**config.mk**
```make
export PLATFORM = sky130hd
export DESIGN_NAME = utf8_char_splitter_top
export DESIGN_NICKNAME = d
export VERILOG_FILES = /design/src/hw/rtl/utf8cs_pkg.sv /design/src/hw/rtl/utf8_char_splitter_top.sv /design/src/hw/rtl/utf8cs_seg.sv /design/src/hw/rtl/utf8cs_outbuf.sv
export VERILOG_INCLUDE_DIRS = /design/src /design/src/hw/rtl
export SDC_FILE = /design/constraint.sdc
export NUM_CORES = 1
export LEC_CHECK = 0
export ABC_AREA = 1
export BUFFER_PORTS_ARGS = -buffer_cell sky130_fd_sc_hd__buf_2
export CAP_MARGIN = 20
export CORE_MARGIN = 4
export CORE_UTILIZATION = 40
export DETAILED_ROUTE_END_ITERATION = 12
export PLACE_DENSITY = 0.57
export SETUP_SLACK_MARGIN = 0.5
export SLEW_MARGIN = 40
export SYNTH_ARGS = -nofsm -noshare
export SYNTH_HDL_FRONTEND = slang
export SYNTH_SLANG_ARGS = --single-unit
```
**constraint.sdc**
```tcl
create_clock -name clk_i -period 8.79 [get_ports clk_i]
set_input_delay 0.4395 -clock clk_i [delete_from_list [all_inputs] [get_ports clk_i]]
set_output_delay 0.4395 -clock clk_i [all_outputs]
set_load 0.02 [all_outputs]
```
**src/hw/rtl/utf8_char_splitter_top_assert.svh**
```systemverilog
// assertion macros shared by the splitter modules
// both macros sample on clk_i and stay quiet while rst_ni is low
`ifndef UTF8_CHAR_SPLITTER_TOP_ASSERT_SVH
`define UTF8_CHAR_SPLITTER_TOP_ASSERT_SVH

// same-cycle implication
`define UCS_ASSERT_IMP(lbl, ante, cons, msg) \
  lbl: assert property (@(posedge clk_i) disable iff (!rst_ni) (ante) |-> (cons)) \
    else $error(msg);

// next-cycle implication
`define UCS_ASSERT_NXT(lbl, ante, cons, msg) \
  lbl: assert property (@(posedge clk_i) disable iff (!rst_ni) (ante) |=> (cons)) \
    else $error(msg);

`endif

```
**src/hw/rtl/utf8cs_pkg.sv**
```systemverilog
`timescale 1ns / 1ps
package utf8cs_pkg;

  // byte order mark and register reset values
  localparam logic [7:0] MarkB0     = 8'hEF;
  localparam logic [7:0] MarkB1     = 8'hBB;
  localparam logic [7:0] MarkB2     = 8'hBF;
  localparam logic [7:0] DelimReset = 8'h2A;
  localparam logic       SkipReset  = 1'b1;

  // result beats per input item
  localparam int MaxOut = 4;
  localparam int CntW   = $clog2(MaxOut + 1);
  localparam int IdxW   = $clog2(MaxOut);

  // configuration port
  localparam int CfgIdxW  = 4;
  localparam int CfgDataW = 8;
  localparam logic [CfgIdxW-1:0] RegDelimiter = CfgIdxW'(0);
  localparam logic [CfgIdxW-1:0] RegSkipMark  = CfgIdxW'(1);

  // list of result bytes caused by one item
  typedef struct packed {
    logic [MaxOut-1:0][7:0] bytes;
    logic [CntW-1:0]        cnt;
  } res_t;

  // result list plus continuation bytes still expected
  typedef struct packed {
    res_t       res;
    logic [2:0] rem;
  } seg_t;

  // continuation bytes that follow a lead byte (zero for a one-byte character)
  function automatic logic [2:0] lead_rem(input logic [7:0] b);
    logic [2:0] r;
    casez (b)
      8'b110?????: r = 3'd1;
      8'b1110????: r = 3'd2;
      8'b11110???: r = 3'd3;
      8'b111110??: r = 3'd4;
      8'b1111110?: r = 3'd5;
      8'b11111110: r = 3'd6;
      8'b11111111: r = 3'd7;
      default:     r = 3'd0;
    endcase
    return r;
  endfunction

  // append one byte, dropping anything past the last slot
  function automatic res_t push(input res_t r, input logic [7:0] b);
    res_t o;
    o = r;
    if (r.cnt < CntW'(MaxOut)) begin
      o.bytes[r.cnt[IdxW-1:0]] = b;
      o.cnt = r.cnt + CntW'(1);
    end
    return o;
  endfunction

  // pass one data byte, closing the character with the delimiter when done
  function automatic seg_t proc_byte(input seg_t s, input logic [7:0] b,
                                     input logic [7:0] delim);
    seg_t       o;
    logic [2:0] r;
    o = s;
    o.res = push(o.res, b);
    if (s.rem == 3'd0) begin
      r = lead_rem(b);
      if (r == 3'd0) begin
        o.res = push(o.res, delim);
      end else begin
        o.rem = r;
      end
    end else begin
      o.rem = s.rem - 3'd1;
      if (o.rem == 3'd0) begin
        o.res = push(o.res, delim);
      end
    end
    return o;
  endfunction

endpackage

```
**src/hw/rtl/utf8_char_splitter_top.sv**
```systemverilog
`timescale 1ns / 1ps
// UTF-8 character splitter: every data byte is passed through and the delimiter byte
// is inserted after each complete character (length from the lead byte's leading
// ones), a leading EF BB BF mark is dropped when enabled, and an end-of-stream item
// flushes held mark bytes and closes a partial character. Each item yields zero to
// four output beats, computed combinationally and loaded into a four-entry result
// register and drained one beat per cycle while out_ready_i is high. An item is
// accepted in the cycle the previous item's last beat is taken (or at once when the
// result register is empty), so a new item waits until every beat of the last one is
// out, and an item with no beats, such as a held mark byte, does not hold the block.
// Configuration writes take effect on the next item.
module utf8_char_splitter_top
  import utf8cs_pkg::*;
(
  input  logic                clk_i,
  input  logic                rst_ni,
  input  logic                in_valid_i,
  output logic                in_ready_o,
  input  logic [7:0]          data_byte_i,
  input  logic                end_of_stream_i,
  output logic                out_valid_o,
  input  logic                out_ready_i,
  output logic [7:0]          out_byte_o,
  output logic                last_of_run_o,
  input  logic                cfg_we_i,
  input  logic [CfgIdxW-1:0]  cfg_idx_i,
  input  logic [CfgDataW-1:0] cfg_data_i
);

  logic [7:0] delim_q;
  logic       skip_q;
  logic       in_acc;
  res_t       res;

  assign in_acc = in_valid_i && in_ready_o;

  // configuration registers
  always_ff @(posedge clk_i or negedge rst_ni) begin
    if (!rst_ni) begin
      delim_q <= DelimReset;
      skip_q  <= SkipReset;
    end else if (cfg_we_i) begin
      unique case (cfg_idx_i)
        RegDelimiter: delim_q <= cfg_data_i[7:0];
        RegSkipMark:  skip_q  <= cfg_data_i[0];
        default: ;
      endcase
    end
  end

  // mark check and character segmentation
  utf8cs_seg u_seg (
    .clk_i           (clk_i),
    .rst_ni          (rst_ni),
    .adv_i           (in_acc),
    .data_byte_i     (data_byte_i),
    .end_of_stream_i (end_of_stream_i),
    .delim_i         (delim_q),
    .skip_i          (skip_q),
    .res_o           (res)
  );

  // result register and beat serializer
  utf8cs_outbuf u_outbuf (
    .clk_i       (clk_i),
    .rst_ni      (rst_ni),
    .in_valid_i  (in_valid_i),
    .in_ready_o  (in_ready_o),
    .res_i       (res),
    .out_valid_o (out_valid_o),
    .out_ready_i (out_ready_i),
    .out_byte_o  (out_byte_o),
    .last_o      (last_of_run_o)
  );

endmodule

```
**src/hw/rtl/utf8cs_seg.sv**
```systemverilog
`timescale 1ns / 1ps
`include "utf8_char_splitter_top_assert.svh"
module utf8cs_seg
  import utf8cs_pkg::*;
(
  input  logic       clk_i,
  input  logic       rst_ni,
  input  logic       adv_i,
  input  logic [7:0] data_byte_i,
  input  logic       end_of_stream_i,
  input  logic [7:0] delim_i,
  input  logic       skip_i,
  output res_t       res_o
);

  typedef enum logic [1:0] {
    PhWait = 2'd0,
    PhEf   = 2'd1,
    PhEfBb = 2'd2,
    PhDone = 2'd3
  } phase_e;

  phase_e     phase_q, phase_d;
  logic [2:0] rem_q, rem_d;
  logic [7:0] expect_byte;
  logic       mark_hit;
  seg_t       s0, s1, s2, s3;

  // next mark byte awaited in the current phase
  always_comb begin
    unique case (phase_q)
      PhWait:  expect_byte = MarkB0;
      PhEf:    expect_byte = MarkB1;
      PhEfBb:  expect_byte = MarkB2;
      default: expect_byte = MarkB0;
    endcase
  end

  assign mark_hit = skip_i && !end_of_stream_i && (phase_q != PhDone)
                    && (data_byte_i == expect_byte);

  // replay held mark bytes unless the byte extends the mark, then pass the current byte or, on end of stream, close
  always_comb begin
    s0     = '0;
    s0.rem = rem_q;
    s1     = s0;
    if (!mark_hit && (phase_q == PhEf || phase_q == PhEfBb)) begin
      s1 = proc_byte(s0, MarkB0, delim_i);
    end
    s2 = s1;
    if (!mark_hit && phase_q == PhEfBb) begin
      s2 = proc_byte(s1, MarkB1, delim_i);
    end
    s3 = s2;
    if (end_of_stream_i) begin
      if (s2.rem != 3'd0) begin
        s3.res = push(s2.res, delim_i);
      end
      s3.rem = 3'd0;
    end else if (!mark_hit) begin
      s3 = proc_byte(s2, data_byte_i, delim_i);
    end
  end

  assign res_o = s3.res;

  // next mark phase and remaining continuation count
  always_comb begin
    rem_d = s3.rem;
    if (end_of_stream_i) begin
      phase_d = PhWait;
    end else if (mark_hit) begin
      phase_d = phase_e'(phase_q + 2'd1);
    end else begin
      phase_d = PhDone;
    end
  end

  always_ff @(posedge clk_i or negedge rst_ni) begin
    if (!rst_ni) begin
      phase_q <= PhWait;
      rem_q   <= 3'd0;
    end else if (adv_i) begin
      phase_q <= phase_d;
      rem_q   <= rem_d;
    end
  end

  `UCS_ASSERT_IMP(a_no_char_during_mark, phase_q != PhDone, rem_q == 3'd0,
                  "character pending while mark check is open")
  `UCS_ASSERT_NXT(a_eos_clears, adv_i && end_of_stream_i,
                  phase_q == PhWait && rem_q == 3'd0,
                  "end of stream did not clear state")

endmodule

```
**src/hw/rtl/utf8cs_outbuf.sv**
```systemverilog
`timescale 1ns / 1ps
`include "utf8_char_splitter_top_assert.svh"
module utf8cs_outbuf
  import utf8cs_pkg::*;
(
  input  logic       clk_i,
  input  logic       rst_ni,
  input  logic       in_valid_i,
  output logic       in_ready_o,
  input  res_t       res_i,
  output logic       out_valid_o,
  input  logic       out_ready_i,
  output logic [7:0] out_byte_o,
  output logic       last_o
);

  logic [MaxOut-1:0][7:0] bytes_q;
  logic [CntW-1:0]        cnt_q, cnt_d;
  logic [IdxW-1:0]        idx_q, idx_d;
  logic                   out_fire, is_last, load, idx_ok;

  assign out_valid_o = (cnt_q != '0);
  assign is_last     = ((CntW'(idx_q) + CntW'(1)) == cnt_q);
  assign out_fire    = out_valid_o && out_ready_i;
  assign in_ready_o  = !out_valid_o || (out_fire && is_last);
  assign load        = in_valid_i && in_ready_o;
  assign out_byte_o  = bytes_q[idx_q];
  assign last_o      = is_last;
  assign idx_ok      = (CntW'(idx_q) < cnt_q);

  // load a new result list, step to the next beat, or empty the register after the last one
  always_comb begin
    cnt_d = cnt_q;
    idx_d = idx_q;
    if (load) begin
      cnt_d = res_i.cnt;
      idx_d = '0;
    end else if (out_fire) begin
      if (is_last) begin
        cnt_d = '0;
        idx_d = '0;
      end else begin
        idx_d = idx_q + IdxW'(1);
      end
    end
  end

  always_ff @(posedge clk_i or negedge rst_ni) begin
    if (!rst_ni) begin
      cnt_q <= '0;
      idx_q <= '0;
    end else begin
      cnt_q <= cnt_d;
      idx_q <= idx_d;
    end
  end

  // result bytes
  always_ff @(posedge clk_i) begin
    if (load) begin
      bytes_q <= res_i.bytes;
    end
  end

  `UCS_ASSERT_IMP(a_cnt_bound, 1'b1, cnt_q <= CntW'(MaxOut), "result count out of range")
  `UCS_ASSERT_IMP(a_idx_bound, out_valid_o, idx_ok, "beat index past result count")

endmodule

```
# --- Yosys cells after proc, flatten, opt, wreduce, memory -nomap -nowiden ---
# Cells that the tools add are included.
op_classes:
  addsub: 11
  n_lt_le_gt_ge: 16
  eq_ne: 13
  n_mux: 61
  n_bitwise: 3
  n_reduce_logical: 35
ops:
  columns: ["op", "n"]
  rows:
  - ["35-bit two-way mux", 16]
  - ["38-bit two-way mux", 7]
  - ["32-bit bitwise mux", 5]
  - ["8-bit demux with 2-bit select", 5]
  - ["8-bit two-way mux", 6]
  - ["3-bit two-way mux", 13]
  - ["3-bit zero test", 9]
  - ["24-bit bitwise OR", 1]
  - ["3-bit case mux with 7 select lines", 1]
  - ["2-bit by 3-bit less-than comparator with 1-bit output, second input constant", 6]
  - ["8-bit binary-select mux with 2-bit select", 1]
  - ["8-bit equality test, second input constant", 2]
  - ["3-bit by 1-bit adder with 3-bit output, second input constant", 5]
  - ["3-bit less-than comparator, second input constant", 5]
  - ["7-bit case mux with 2 select lines", 1]
  - ["1-bit logical AND", 13]
  - ["11-bit two-way mux", 1]
  - ["2-bit by 1-bit greater-or-equal comparator with 1-bit output, second input constant", 5]
  - ["2-bit two-way mux", 5]
  - ["3-bit by 1-bit subtractor with 3-bit output, second input constant", 3]
  - ["8-bit bitwise AND", 1]
  - ["8-bit equality test", 1]
  - ["8-bit NOT", 1]
  - ["7-bit equality test, second input constant", 1]
  - ["17 further kinds", 25]
word_totals:
  regBits: 51
  inputBits: 26
  output_inout_bits: 11
  word_cells: 149

# --- Longest topological paths before layout ---
# Gate-level depths: netlist of run 1.
depth:
  ltp_word: 52
  mapped_depth: 35
  mapped_depth_nobuf: 34

# --- By module ---
# From an unflattened synthesis of run 1, not the netlist that was laid out.
unflattened:
  hier_cells: 748
  area_unflattened_um2: 5138.7
by_module_without_submodules:
  columns: ["mod", "n_inst", "cells_per_inst", "area_per_inst_um2", "seq_area_each_um2"]
  rows:
  - ["utf8cs_seg", 1, 580, 3196.8, 125.1]
  - ["utf8cs_outbuf", 1, 122, 1517.7, 1086.0]
  - ["utf8_char_splitter_top", 1, 46, 424.2, 230.2]

# --- Worst setup path after synthesis of run 1 ---
# OpenSTA, ideal clock, no wires.
synth_timing:
  kind: "flip-flop to flip-flop"
  from: "reg u_seg.phase_q[0]"
  to: "reg u_outbuf.bytes_q[13] in the netlist's numbering, data pin"
  setup_ps: 257
  arrival_time_ps: 4054
  required_ps: 8533
  slack_ps: 4480
  path_stages_with_launch: 31
  n_path_buf: 2
  period_less_slack_ps: 4310
  path_cell_list: "dfrtp_1 -> inv_1 -> ha_1 -> nor2_1 -> nand2_1 -> nand2_2 -> nand3_4 -> nand2_2 -> buf_4 -> nor2_1 -> a22oi_1 -> inv_1 -> ha_1 -> ha_1 -> nor2_1 -> nor2_1 -> a21oi_1 -> ha_1 -> ha_1 -> inv_1 -> nor2_1 -> inv_1 -> o21ai_0 -> inv_1 -> nor2_8 -> nand2_2 -> buf_6 -> inv_2 -> a21oi_1 -> nand3_1 -> nand2_1"
synth_lines:
  columns: ["element", "line_no", "text"]
  rows:
  - ["start: declaration", "utf8cs_seg.sv:23", "phase_e phase_q, phase_d;"]
  - ["start signal: assignment", "utf8cs_seg.sv:81", "phase_q <= PhWait;"]
  - ["start signal: assignment", "utf8cs_seg.sv:84", "phase_q <= phase_d;"]
  - ["end signal: assignment", "utf8cs_outbuf.sv:61", "bytes_q <= res_i.bytes;"]
  - ["end: declaration", "utf8cs_outbuf.sv:17", "logic [MaxOut-1:0][7:0] bytes_q;"]

==> flow_results.xml, run 1 <==
<?xml version="1.0" encoding="UTF-8"?>
<metrics>
  <group name="run_status">
    <metric name="outcome" unit="">completed</metric>
  </group>
  <group name="critical_path">
    <metric name="critical_path.most_common_cell" unit="">sky130_fd_sc_hd__inv_1</metric>
    <metric name="worst_setup_path_start_kind" unit="">flop</metric>
    <metric name="cpLargestDelayFamily" unit="">simple AND/OR/NAND/NOR gates</metric>
    <metric name="timing.critical_path.fanout_max" unit="">20</metric>
    <metric name="critical_path.slowest_cell" unit="">sky130_fd_sc_hd__ha_1</metric>
    <metric name="worstSetupEndpointType" unit="">flop</metric>
    <metric name="critical_path_buf_inv_count" unit="">7</metric>
    <metric name="cp.arrival" unit="ns">5.81</metric>
    <metric name="critPathRequiredTime" unit="ns">8.82</metric>
    <metric name="maximum_cell_stage_delay_along_the_critical_path" unit="ns">0.62</metric>
    <metric name="critPathKind" unit="">flop to flop</metric>
  </group>
  <group name="floorplanning">
    <metric name="ios" unit="">37</metric>
    <metric name="die_width" unit="µm">113</metric>
    <metric name="floorplan.die_area" unit="mm²">0.0128</metric>
    <metric name="row_count" unit="">38</metric>
    <metric name="floorplan.die.height" unit="µm">113</metric>
    <metric name="starting_density_of_the_core" unit="%">40.9</metric>
    <metric name="core_area" unit="mm²">0.0108</metric>
  </group>
  <group name="final_layout">
    <metric name="postLayoutCoreUtil" unit="%">44.0</metric>
    <metric name="final_common_cell" unit="">sky130_fd_sc_hd__nand2_1</metric>
    <metric name="num-nets-final" unit="">695</metric>
    <metric name="n_antenna_cell" unit="">0</metric>
    <metric name="layout-drive-gt1-share" unit="%">12.7</metric>
    <metric name="most-common-layout-cells" unit="">sky130_fd_sc_hd__nand2_1, sky130_fd_sc_hd__o21ai_0, sky130_fd_sc_hd__inv_1</metric>
    <metric name="final_design_area_no_fill" unit="mm²">0.00477</metric>
    <metric name="layout-area-overhead-vs-synth" unit="%">7.68</metric>
  </group>
  <group name="detailed_routing">
    <metric name="routedWlPerCell" unit="µm">18.0</metric>
    <metric name="post_drt_via_cell_ratio" unit="">5.67</metric>
    <metric name="antenna_violating_nets_post_route" unit="">0</metric>
    <metric name="initialDrtViolationCount" unit="">442</metric>
    <metric name="via_count" unit="">4460</metric>
    <metric name="first_pass_iters" unit="">5</metric>
    <metric name="drc_errors" unit="">0</metric>
    <metric name="drt_wl_total" unit="µm">14200</metric>
  </group>
  <group name="flow_run">
    <metric name="maximum_capacitance_violations" unit="">0</metric>
  </group>
  <group name="synthesis">
    <metric name="synth_seq_area_share" unit="%">32.5</metric>
    <metric name="synthFlopType" unit="">sky130_fd_sc_hd__edfxtp_1</metric>
    <metric name="syn-num-nets" unit="">672</metric>
    <metric name="netlist_area_before_placement" unit="mm²">0.00443</metric>
    <metric name="synth_top_area_share" unit="%">21.7</metric>
    <metric name="post_synth_num_cell_types" unit="">52</metric>
    <metric name="yosys-top-cells-area" unit="">sky130_fd_sc_hd__edfxtp_1, sky130_fd_sc_hd__nand2_1, sky130_fd_sc_hd__dfrtp_1, sky130_fd_sc_hd__o21ai_0, sky130_fd_sc_hd__ha_1</metric>
    <metric name="ys.warnings.count" unit="">0</metric>
    <metric name="async_reset_ff_share" unit="%">37.3</metric>
    <metric name="synth_edf_count" unit="">32</metric>
    <metric name="number_of_register_bits_inferred_by_synthesis" unit="">51</metric>
    <metric name="synth_top_area_cell" unit="">sky130_fd_sc_hd__edfxtp_1</metric>
    <metric name="synth_area_per_cell" unit="µm²">7.12</metric>
    <metric name="netlist_instances" unit="">623</metric>
  </group>
  <group name="clocking">
    <metric name="ctsHoldBuffers" unit="">0</metric>
    <metric name="cts_sinks" unit="">51</metric>
    <metric name="tritoncts_clock_tree" unit="">built</metric>
    <metric name="clock_tree.buffer_depth" unit="">2</metric>
    <metric name="postCtsSetupRepairBufs" unit="">0</metric>
    <metric name="numCtsBuffers" unit="">5</metric>
    <metric name="h-tree-depth" unit="">2</metric>
    <metric name="worst_skew_pair.late_latency" unit="ns">0.31</metric>
    <metric name="root_buffer" unit="">sky130_fd_sc_hd__clkbuf_8</metric>
    <metric name="cts-resized-gates" unit="">0</metric>
    <metric name="clk_pin_slew_worst_paths" unit="ns">0.09</metric>
  </group>
  <group name="timing">
    <metric name="fin_crit_sh" unit="%">65.8</metric>
    <metric name="setup-tns-final" unit="ns">0</metric>
    <metric name="timing.max_slew.rel_slack" unit="%">47.8</metric>
    <metric name="final_period_minus_worst_setup_slack" unit="ns">5.78</metric>
    <metric name="worst_clock_skew" unit="ns">0.00306</metric>
    <metric name="rsz_0062_raised_after_global_routing" unit="">no</metric>
    <metric name="number_of_failing_setup_endpoints_in_the_final_timing_report" unit="">0</metric>
    <metric name="tightestPinTransition" unit="ns">0.763</metric>
    <metric name="max_freq" unit="MHz">173</metric>
    <metric name="hold_viol_final" unit="">0</metric>
    <metric name="final_max_slew_viol_count" unit="">0</metric>
  </group>
  <group name="hold_path">
    <metric name="hp-class" unit="">primary input to async pin</metric>
  </group>
  <group name="placement">
    <metric name="numPortBuffers" unit="">36</metric>
    <metric name="dpl-instance-area" unit="mm²">0.00469</metric>
    <metric name="place.gp.congestion" unit="">0.957</metric>
    <metric name="hpwl" unit="µm">10900</metric>
  </group>
  <group name="global_routing">
    <metric name="grt_remaining_overflow" unit="">0</metric>
    <metric name="grt_pass1_vias" unit="">4083</metric>
    <metric name="gr-usage-all-layers" unit="%">22.5</metric>
    <metric name="grt_pass1_wl" unit="µm">22500</metric>
    <metric name="grt_antenna_before_repair" unit="">0</metric>
    <metric name="grt_max_degree" unit="">39</metric>
  </group>
</metrics>
## kinds of logic (layout without fill, tap and decap cells)
kind of cell / after synthesis / count (layout) / share of synthesized area [%]
fa+ha+maj: 23 / 23 / 6.49
buf+inv: 98 / 122 / 9.03
simple gates: 269 / 269 / 27.8
mux: 1 / 1 / 0.254
compound gates: 177 / 177 / 22.9
flops: 51 / 51 / 32.5
xor+xnor: 4 / 4 / 0.960
## layer usage
layer	global-route usage, %	vias up	wire length (µm)
li1	-	2167	-
met1	31.5	2056	6390
met2	36.3	202	6520
met3	3.64	35	978
met4	5.61	0	296
met5	0	-	0
## worst register-to-register path: cells and delay by family (launching register included)
kind	cells	cell delay, ns
AND/OR/NAND/NOR	13	1.86
buffers and inverters	7	0.93
adder cells (fa/ha/maj)	5	1.69
AO/OA/AOI/OAI	4	0.62
flip-flops	1	0.40
## path summary, 6_finish.rpt
check / cells after the start / to / slack [ns] / startpoint
worst max-delay path: 29 / u_outbuf.bytes_q[0]$_DFFE_PP_ / 3.01 / u_seg.phase_q[0]$_DFFE_PN0P_
worst min-delay path: 1 / u_outbuf.cnt_q[1]$_DFFE_PN0P_ / 0.07 / rst_ni
worst max register to register: 29 / u_outbuf.bytes_q[0]$_DFFE_PP_ / 3.01 / u_seg.phase_q[0]$_DFFE_PN0P_
worst min register to register: 2 / skip_q$_DFFE_PN1P_ / 0.53 / skip_q$_DFFE_PN1P_
max in group asynchronous: 1 / delim_q[3]$_DFFE_PN1P_ / 8.35 / rst_ni
min in group clk_i: 3 / delim_q[5]$_DFFE_PN1P_ / 0.35 / cfg_data_i[5]
## per-stage QoR
step / hold slack [ns] / std cells / setup WS, ns
6_report: 0.0714 / 787 / 3.01
5_1_grt: 0.0957 / 787 / 2.56
4_1_cts: 0.0754 / 787 / 3.08
3_5_place_dp: 0.426 / 779 / 3.08
3_3_place_gp: 0.420 / 779 / 3.29
2_1_floorplan: 0.144 / 623 / 4.48
## area by class of cell
type,instances,area (µm²)
fill,1114,6070
multi-input combinational,474,2590
clock buffer,6,72.6
tap,140,175
sequential,51,1440
clock inverter,2,12.5
timing repair buffer,38,195
inverter,76,285
## state kept, by name, summed over array words and instances, names as in the netlist
signal	flops
delim_q	8
skip_q	1
u_outbuf.bytes_q	32
u_outbuf.cnt_q	3
u_outbuf.idx_q	2
u_seg.phase_q	2
u_seg.rem_q	3
## cell usage after synthesis (3+ instances only)
master and instances:
sky130_fd_sc_hd__o311ai_0 3, sky130_fd_sc_hd__o22ai_1 11, sky130_fd_sc_hd__buf_2 4, sky130_fd_sc_hd__edfxtp_1 32, sky130_fd_sc_hd__nand2_4 5, sky130_fd_sc_hd__o211ai_1 20, sky130_fd_sc_hd__ha_1 23, sky130_fd_sc_hd__dfrtp_1 15
sky130_fd_sc_hd__nand3_1 31, sky130_fd_sc_hd__nor2_1 50, sky130_fd_sc_hd__dfstp_2 4, sky130_fd_sc_hd__buf_6 3, sky130_fd_sc_hd__nor3_1 6, sky130_fd_sc_hd__inv_1 69, sky130_fd_sc_hd__a211oi_1 3, sky130_fd_sc_hd__o21ai_1 8
sky130_fd_sc_hd__a21oi_1 49, sky130_fd_sc_hd__nand2_2 5, sky130_fd_sc_hd__inv_2 6, sky130_fd_sc_hd__nand4_1 11, sky130_fd_sc_hd__clkbuf_1 13, sky130_fd_sc_hd__o21ai_0 72, sky130_fd_sc_hd__nand2_1 145, sky130_fd_sc_hd__nor2_2 4
Power of run 1 is not shown: default switching activity piles up to over one toggle a cycle in this logic, so the estimate is an artifact.
==> run 2: changes to the inputs <==
--- a/config.mk
+++ b/config.mk
@@ -12,7 +12,7 @@
 export CORE_MARGIN = 4
 export CORE_UTILIZATION = 40
 export DETAILED_ROUTE_END_ITERATION = 12
-export PLACE_DENSITY = 0.57
+export PLACE_DENSITY = 0.59
 export SETUP_SLACK_MARGIN = 0.5
 export SLEW_MARGIN = 40
 export SYNTH_ARGS = -nofsm -noshare
==> constraint.sdc (replaced) <==
create_clock -name clk_i -period 4.75 [get_ports clk_i]
set_input_delay 0.2375 -clock clk_i [delete_from_list [all_inputs] [get_ports clk_i]]
set_output_delay 0.2375 -clock clk_i [all_outputs]
set_load 0.02 [all_outputs]
==> run 2 against run 1 <==
  * Wire length increased by 10%
  * Via count grew 6.1%
  * First-iteration DRC count shrank 9.3%
==> flow_results.xml, run 2 (same netlist as run 1, synthesis figures left out) <==
<?xml version="1.0" encoding="UTF-8"?>
<metrics>
  <group name="run_status">
    <metric name="outcome" unit="">completed</metric>
  </group>
  <group name="clocking">
    <metric name="clk_pin_slew_worst_paths" unit="ns">0.10</metric>
    <metric name="h-tree-depth" unit="">2</metric>
    <metric name="tritoncts_clock_tree" unit="">built</metric>
    <metric name="numCtsBuffers" unit="">5</metric>
    <metric name="cts_sinks" unit="">51</metric>
    <metric name="root_buffer" unit="">sky130_fd_sc_hd__clkbuf_8</metric>
    <metric name="worst_skew_pair.late_latency" unit="ns">0.34</metric>
    <metric name="clock_tree.buffer_depth" unit="">2</metric>
  </group>
  <group name="critical_path">
    <metric name="critical_path.most_common_cell" unit="">sky130_fd_sc_hd__ha_4</metric>
    <metric name="timing.critical_path.fanout_max" unit="">6</metric>
    <metric name="critical_path.slowest_cell" unit="">sky130_fd_sc_hd__dfrtp_2</metric>
    <metric name="worstSetupEndpointType" unit="">flop</metric>
    <metric name="critical_path_buf_inv_count" unit="">5</metric>
    <metric name="maximum_cell_stage_delay_along_the_critical_path" unit="ns">0.46</metric>
    <metric name="cpLargestDelayFamily" unit="">simple AND/OR/NAND/NOR gates</metric>
    <metric name="cp.arrival" unit="ns">4.09</metric>
    <metric name="critPathKind" unit="">flop to flop</metric>
    <metric name="worst_setup_path_start_kind" unit="">flop</metric>
    <metric name="critPathRequiredTime" unit="ns">4.80</metric>
  </group>
  <group name="timing">
    <metric name="hold_viol_final" unit="">0</metric>
    <metric name="worst_clock_skew" unit="ns">0.0169</metric>
    <metric name="final_max_slew_viol_count" unit="">0</metric>
    <metric name="setup-tns-final" unit="ns">0</metric>
    <metric name="tightestPinTransition" unit="ns">0.784</metric>
    <metric name="rsz_0062_raised_after_global_routing" unit="">yes</metric>
    <metric name="timing.max_slew.rel_slack" unit="%">46.4</metric>
    <metric name="max_freq" unit="MHz">247</metric>
    <metric name="number_of_failing_setup_endpoints_in_the_final_timing_report" unit="">0</metric>
    <metric name="fin_crit_sh" unit="%">85.2</metric>
    <metric name="final_period_minus_worst_setup_slack" unit="ns">4.04</metric>
  </group>
  <group name="final_layout">
    <metric name="registers_with_the_most_flip_flops" unit="">u_outbuf.bytes_q: 32 flops, delim_q: 8 flops</metric>
    <metric name="regMostFlops" unit="">u_outbuf.bytes_q</metric>
    <metric name="most-common-layout-cells" unit="">sky130_fd_sc_hd__nand2_1, sky130_fd_sc_hd__o21ai_0, sky130_fd_sc_hd__inv_1</metric>
    <metric name="final_common_cell" unit="">sky130_fd_sc_hd__nand2_1</metric>
    <metric name="num-nets-final" unit="">736</metric>
    <metric name="final_design_area_no_fill" unit="mm²">0.00543</metric>
    <metric name="fillerInstances" unit="">1113</metric>
    <metric name="max_ffs_per_register" unit="">32</metric>
    <metric name="n_antenna_cell" unit="">0</metric>
    <metric name="layout-drive-gt1-share" unit="%">24.7</metric>
    <metric name="layout-area-overhead-vs-synth" unit="%">22.5</metric>
  </group>
  <group name="placement">
    <metric name="place.gp.congestion" unit="">0.948</metric>
    <metric name="numPortBuffers" unit="">36</metric>
    <metric name="dpl-instance-area" unit="mm²">0.00487</metric>
    <metric name="hpwl" unit="µm">11600</metric>
  </group>
  <group name="global_routing">
    <metric name="grt_remaining_overflow" unit="">0</metric>
    <metric name="grt_pass1_wl" unit="µm">24300</metric>
    <metric name="grt_antenna_before_repair" unit="">0</metric>
    <metric name="grt_max_degree" unit="">34</metric>
    <metric name="grt_pass1_vias" unit="">4534</metric>
    <metric name="gr-usage-all-layers" unit="%">24.2</metric>
  </group>
  <group name="detailed_routing">
    <metric name="routedWlPerCell" unit="µm">18.9</metric>
    <metric name="drt_wl_total" unit="µm">15600</metric>
    <metric name="antenna_violating_nets_post_route" unit="">0</metric>
    <metric name="first_pass_iters" unit="">5</metric>
    <metric name="drc_errors" unit="">0</metric>
    <metric name="initialDrtViolationCount" unit="">401</metric>
    <metric name="post_drt_via_cell_ratio" unit="">5.72</metric>
    <metric name="via_count" unit="">4733</metric>
  </group>
  <group name="floorplanning">
    <metric name="starting_density_of_the_core" unit="%">40.9</metric>
    <metric name="die_width" unit="µm">113</metric>
    <metric name="ios" unit="">37</metric>
    <metric name="floorplan.die_area" unit="mm²">0.0128</metric>
    <metric name="row_count" unit="">38</metric>
    <metric name="core_area" unit="mm²">0.0108</metric>
    <metric name="floorplan.die.height" unit="µm">113</metric>
  </group>
  <group name="flow_run">
    <metric name="maximum_capacitance_violations" unit="">0</metric>
  </group>
  <group name="hold_path">
    <metric name="hp-class" unit="">primary input to flop</metric>
  </group>
</metrics>
run 2: worst min-delay path: stages:
cell and delay [ns]:
sky130_fd_sc_hd__buf_2 0.09, sky130_fd_sc_hd__nor2_1 0.09, sky130_fd_sc_hd__a21oi_1 0.05
run 2: metal layers:
layer	vias up	part of all wire (%)	global-route usage (%)
li1	2258	-	-
met1	2243	44	32.8
met2	198	47	39.8
met3	34	6.6	3.16
met4	0	2.6	8.25
met5	-	0	0
run 2: final timing paths:
path,startpoint,end,slack [ns],cells past startpoint
worst min-delay path,cfg_data_i[5],delim_q[5]$_DFFE_PN1P_,0.12,3
min in group asynchronous,rst_ni,u_seg.phase_q[0]$_DFFE_PN0P_,0.39,2
worst max register to register,u_seg.phase_q[1]$_DFFE_PN0P_,u_outbuf.bytes_q[21]$_DFFE_PP_,0.71,25
max in group asynchronous,rst_ni,delim_q[3]$_DFFE_PN1P_,4.00,2
worst max-delay path,u_seg.phase_q[1]$_DFFE_PN0P_,u_outbuf.bytes_q[21]$_DFFE_PP_,0.71,25
worst min register to register,skip_q$_DFFE_PN1P_,skip_q$_DFFE_PN1P_,0.55,2
run 2: through the flow:
step           cells  util (%)  hold slack [ns]  worst slack [ns]
2_1_floorplan    623         -          -0.0581             0.504
3_3_place_gp     800      44.9            0.221             0.271
3_5_place_dp     800      44.9            0.227             0.240
4_1_cts          814      46.5            0.103             0.511
5_1_grt          828      50.1            0.125             0.409
6_report         828      50.1            0.118             0.705
run 2: area by class of cell:
cell class,instances,area (µm²),area share (%)
inverter,76,295,5.44
tap,140,175,3.23
multi-input combinational,475,2890,53.3
clock inverter,2,13.8,0.253
timing repair buffer,78,538,9.91
clock buffer,6,72.6,1.34
sequential,51,1440,26.6
run 2: what timing repair did:
item	CTS	global route
gates resized for setup	13	72
hold buffers	1	0
cloned	0	1
setup buffers	5	13
endpoints found under the hold margin	15	0
setup endpoints to repair	32	35
pin swaps	3	17
Power of run 2 is left out for the same reason.
==> run 3: changes to the inputs <==
--- a/config.mk
+++ b/config.mk
@@ -11,8 +11,10 @@
 export CAP_MARGIN = 20
 export CORE_MARGIN = 4
 export CORE_UTILIZATION = 40
+export CTS_CLUSTER_DIAMETER = 80
 export DETAILED_ROUTE_END_ITERATION = 12
 export PLACE_DENSITY = 0.59
+export REMOVE_ABC_BUFFERS = 1
 export SETUP_SLACK_MARGIN = 0.5
 export SLEW_MARGIN = 40
 export SYNTH_ARGS = -nofsm -noshare
==> run 3 against run 2 <==
  * Cell count is 0.60% higher
  * Fmax is 0.19% lower
  * Count of clock-buffer cells in the layout is 1 lower
  * Critical endpoint is now u_outbuf.bytes_q[3]$_DFFE_PP_
  * Highest routed layer unchanged
==> flow_results.xml, run 3 (same netlist as run 1, synthesis figures left out) <==
<?xml version="1.0" encoding="UTF-8"?>
<metrics>
  <group name="run_status">
    <metric name="outcome" unit="">completed</metric>
  </group>
  <group name="global_routing">
    <metric name="grt_pass1_wl" unit="µm">24400</metric>
    <metric name="gr-usage-all-layers" unit="%">24.2</metric>
    <metric name="grt_antenna_before_repair" unit="">0</metric>
    <metric name="grt_pass1_vias" unit="">4529</metric>
    <metric name="grt_remaining_overflow" unit="">0</metric>
    <metric name="grt_max_degree" unit="">34</metric>
  </group>
  <group name="placement">
    <metric name="numPortBuffers" unit="">36</metric>
    <metric name="place.gp.congestion" unit="">0.995</metric>
    <metric name="dpl_worst_slack" unit="ns">0.182</metric>
    <metric name="hpwl" unit="µm">11600</metric>
  </group>
  <group name="floorplanning">
    <metric name="die_width" unit="µm">113</metric>
    <metric name="row_count" unit="">38</metric>
    <metric name="starting_density_of_the_core" unit="%">40.9</metric>
    <metric name="ios" unit="">37</metric>
    <metric name="floorplan.die.height" unit="µm">113</metric>
    <metric name="core_area" unit="mm²">0.0108</metric>
    <metric name="floorplan.die_area" unit="mm²">0.0128</metric>
  </group>
  <group name="timing">
    <metric name="number_of_failing_setup_endpoints_in_the_final_timing_report" unit="">0</metric>
    <metric name="max_freq" unit="MHz">247</metric>
    <metric name="tightestPinTransition" unit="ns">0.747</metric>
    <metric name="hold_viol_final" unit="">0</metric>
    <metric name="rsz_0062_raised_after_global_routing" unit="">yes</metric>
    <metric name="finalWorstSetupSlack" unit="ns">0.698</metric>
    <metric name="worst_clock_skew" unit="ns">0.00756</metric>
    <metric name="timing.max_slew.rel_slack" unit="%">50.1</metric>
    <metric name="fin_crit_sh" unit="%">85.3</metric>
    <metric name="final_max_slew_viol_count" unit="">0</metric>
    <metric name="final_period_minus_worst_setup_slack" unit="ns">4.05</metric>
    <metric name="setup-tns-final" unit="ns">0</metric>
  </group>
  <group name="detailed_routing">
    <metric name="via_count" unit="">4774</metric>
    <metric name="dr_wl_met3" unit="µm">1110</metric>
    <metric name="drc_errors" unit="">0</metric>
    <metric name="post_drt_via_cell_ratio" unit="">5.73</metric>
    <metric name="initialDrtViolationCount" unit="">356</metric>
    <metric name="dr_wl_met2" unit="µm">7380</metric>
    <metric name="first_pass_iters" unit="">6</metric>
    <metric name="met1_length" unit="µm">6610</metric>
    <metric name="dr.max_layer_used" unit="">met4</metric>
    <metric name="routedWlPerCell" unit="µm">18.6</metric>
    <metric name="antenna_violating_nets_post_route" unit="">0</metric>
    <metric name="drt_wl_total" unit="µm">15500</metric>
  </group>
  <group name="critical_path">
    <metric name="timing.critical_path.fanout_max" unit="">7</metric>
    <metric name="cp.arrival" unit="ns">4.09</metric>
    <metric name="worst_setup_path_start_kind" unit="">flop</metric>
    <metric name="critical_path.most_common_cell" unit="">sky130_fd_sc_hd__inv_1</metric>
    <metric name="worstSetupEndpointType" unit="">flop</metric>
    <metric name="critical_path.slowest_cell" unit="">sky130_fd_sc_hd__dfrtp_1</metric>
    <metric name="critPathRequiredTime" unit="ns">4.78</metric>
    <metric name="critPathKind" unit="">flop to flop</metric>
    <metric name="maximum_cell_stage_delay_along_the_critical_path" unit="ns">0.40</metric>
  </group>
  <group name="final_layout">
    <metric name="regMostFlops" unit="">u_outbuf.bytes_q</metric>
    <metric name="final_common_cell" unit="">sky130_fd_sc_hd__nand2_1</metric>
    <metric name="layout-drive-gt1-share" unit="%">25.1</metric>
    <metric name="fillerInstances" unit="">1075</metric>
    <metric name="n_antenna_cell" unit="">0</metric>
    <metric name="area_occupied_by_multi_input_gates" unit="mm²">0.00284</metric>
    <metric name="most-common-layout-cells" unit="">sky130_fd_sc_hd__nand2_1, sky130_fd_sc_hd__o21ai_0, sky130_fd_sc_hd__inv_1</metric>
    <metric name="num-nets-final" unit="">741</metric>
    <metric name="registers_with_the_most_flip_flops" unit="">u_outbuf.bytes_q: 32 flops, delim_q: 8 flops</metric>
    <metric name="layout-area-overhead-vs-synth" unit="%">21.7</metric>
    <metric name="final-seq-area" unit="mm²">0.00144</metric>
    <metric name="max_ffs_per_register" unit="">32</metric>
  </group>
  <group name="flow_run">
    <metric name="maximum_capacitance_violations" unit="">0</metric>
  </group>
  <group name="clocking">
    <metric name="worst_skew_pair.late_latency" unit="ns">0.32</metric>
    <metric name="numCtsBuffers" unit="">5</metric>
    <metric name="cts_sinks" unit="">51</metric>
    <metric name="clock_tree.buffer_depth" unit="">2</metric>
    <metric name="tritoncts_clock_tree" unit="">built</metric>
    <metric name="clk_pin_slew_worst_paths" unit="ns">0.09</metric>
    <metric name="root_buffer" unit="">sky130_fd_sc_hd__clkbuf_8</metric>
    <metric name="h-tree-depth" unit="">2</metric>
  </group>
  <group name="hold_path">
    <metric name="hp-class" unit="">primary input to flop</metric>
  </group>
</metrics>
-- run 3: metrics by stage --
| step | cells | hold WS, ns | utilization (%) | cell area (µm²) |
|---|---|---|---|---|
| floorplan | 601 | -0.0581 | - | 4320 |
| global placement | 801 | 0.220 | 44.8 | 4850 |
| detailed placement | 801 | 0.222 | 44.8 | 4850 |
| CTS | 814 | 0.143 | 46.6 | 5050 |
| global route | 833 | 0.155 | 49.8 | 5390 |
| finish | 833 | 0.146 | 49.8 | 5390 |
-- run 3: area by class of cell --
class / count / area share, %
Clock buffer: 5 / 1.28
Clock inverter: 3 / 0.371
Inverter: 76 / 5.54
Multi-Input combinational cell: 475 / 52.7
Sequential cell: 51 / 26.7
Tap cell: 140 / 3.25
Timing Repair Buffer: 83 / 10.1
-- run 3: final timing paths --
check                                        startpoint                             to  slack, ns  depth (start not counted)
max                        u_seg.phase_q[0]$_DFFE_PN0P_  u_outbuf.bytes_q[3]$_DFFE_PP_       0.70                         28
min                                       cfg_data_i[7]         delim_q[7]$_DFFE_PN0P_       0.15                          2
max reg2reg                u_seg.phase_q[0]$_DFFE_PN0P_  u_outbuf.bytes_q[3]$_DFFE_PP_       0.70                         28
min reg2reg                          skip_q$_DFFE_PN1P_             skip_q$_DFFE_PN1P_       0.54                          2
max in group asynchronous                        rst_ni   u_seg.phase_q[1]$_DFFE_PN0P_       3.99                          2
min in group asynchronous                        rst_ni         delim_q[7]$_DFFE_PN0P_       0.40                          2
-- run 3: worst max-delay path: cells and delay by family (launching register included) --
kind | cells | cell delay [ns]
AO/OA/AOI/OAI | 3 | 0.61
adder cells (fa/ha/maj) | 3 | 0.77
buffers and inverters | 9 | 0.76
flip-flops | 1 | 0.40
AND/OR/NAND/NOR | 13 | 1.19
-- run 3: metal layers --
layer  vias up  GRT usage [%]
li1       2262              -
met5         -              0
met3        40           3.90
met2       211           39.3
met1      2261           32.6
met4         0           8.81
-- run 3: timing repair --
action,in CTS,in global routing
hold buffers,1,0
hold endpoints to repair,15,0
cloned,1,0
endpoints found under the setup margin,34,35
pin swaps,5,26
resized for setup,16,76
setup buffers,3,19
Power of run 3 is left out for the same reason.
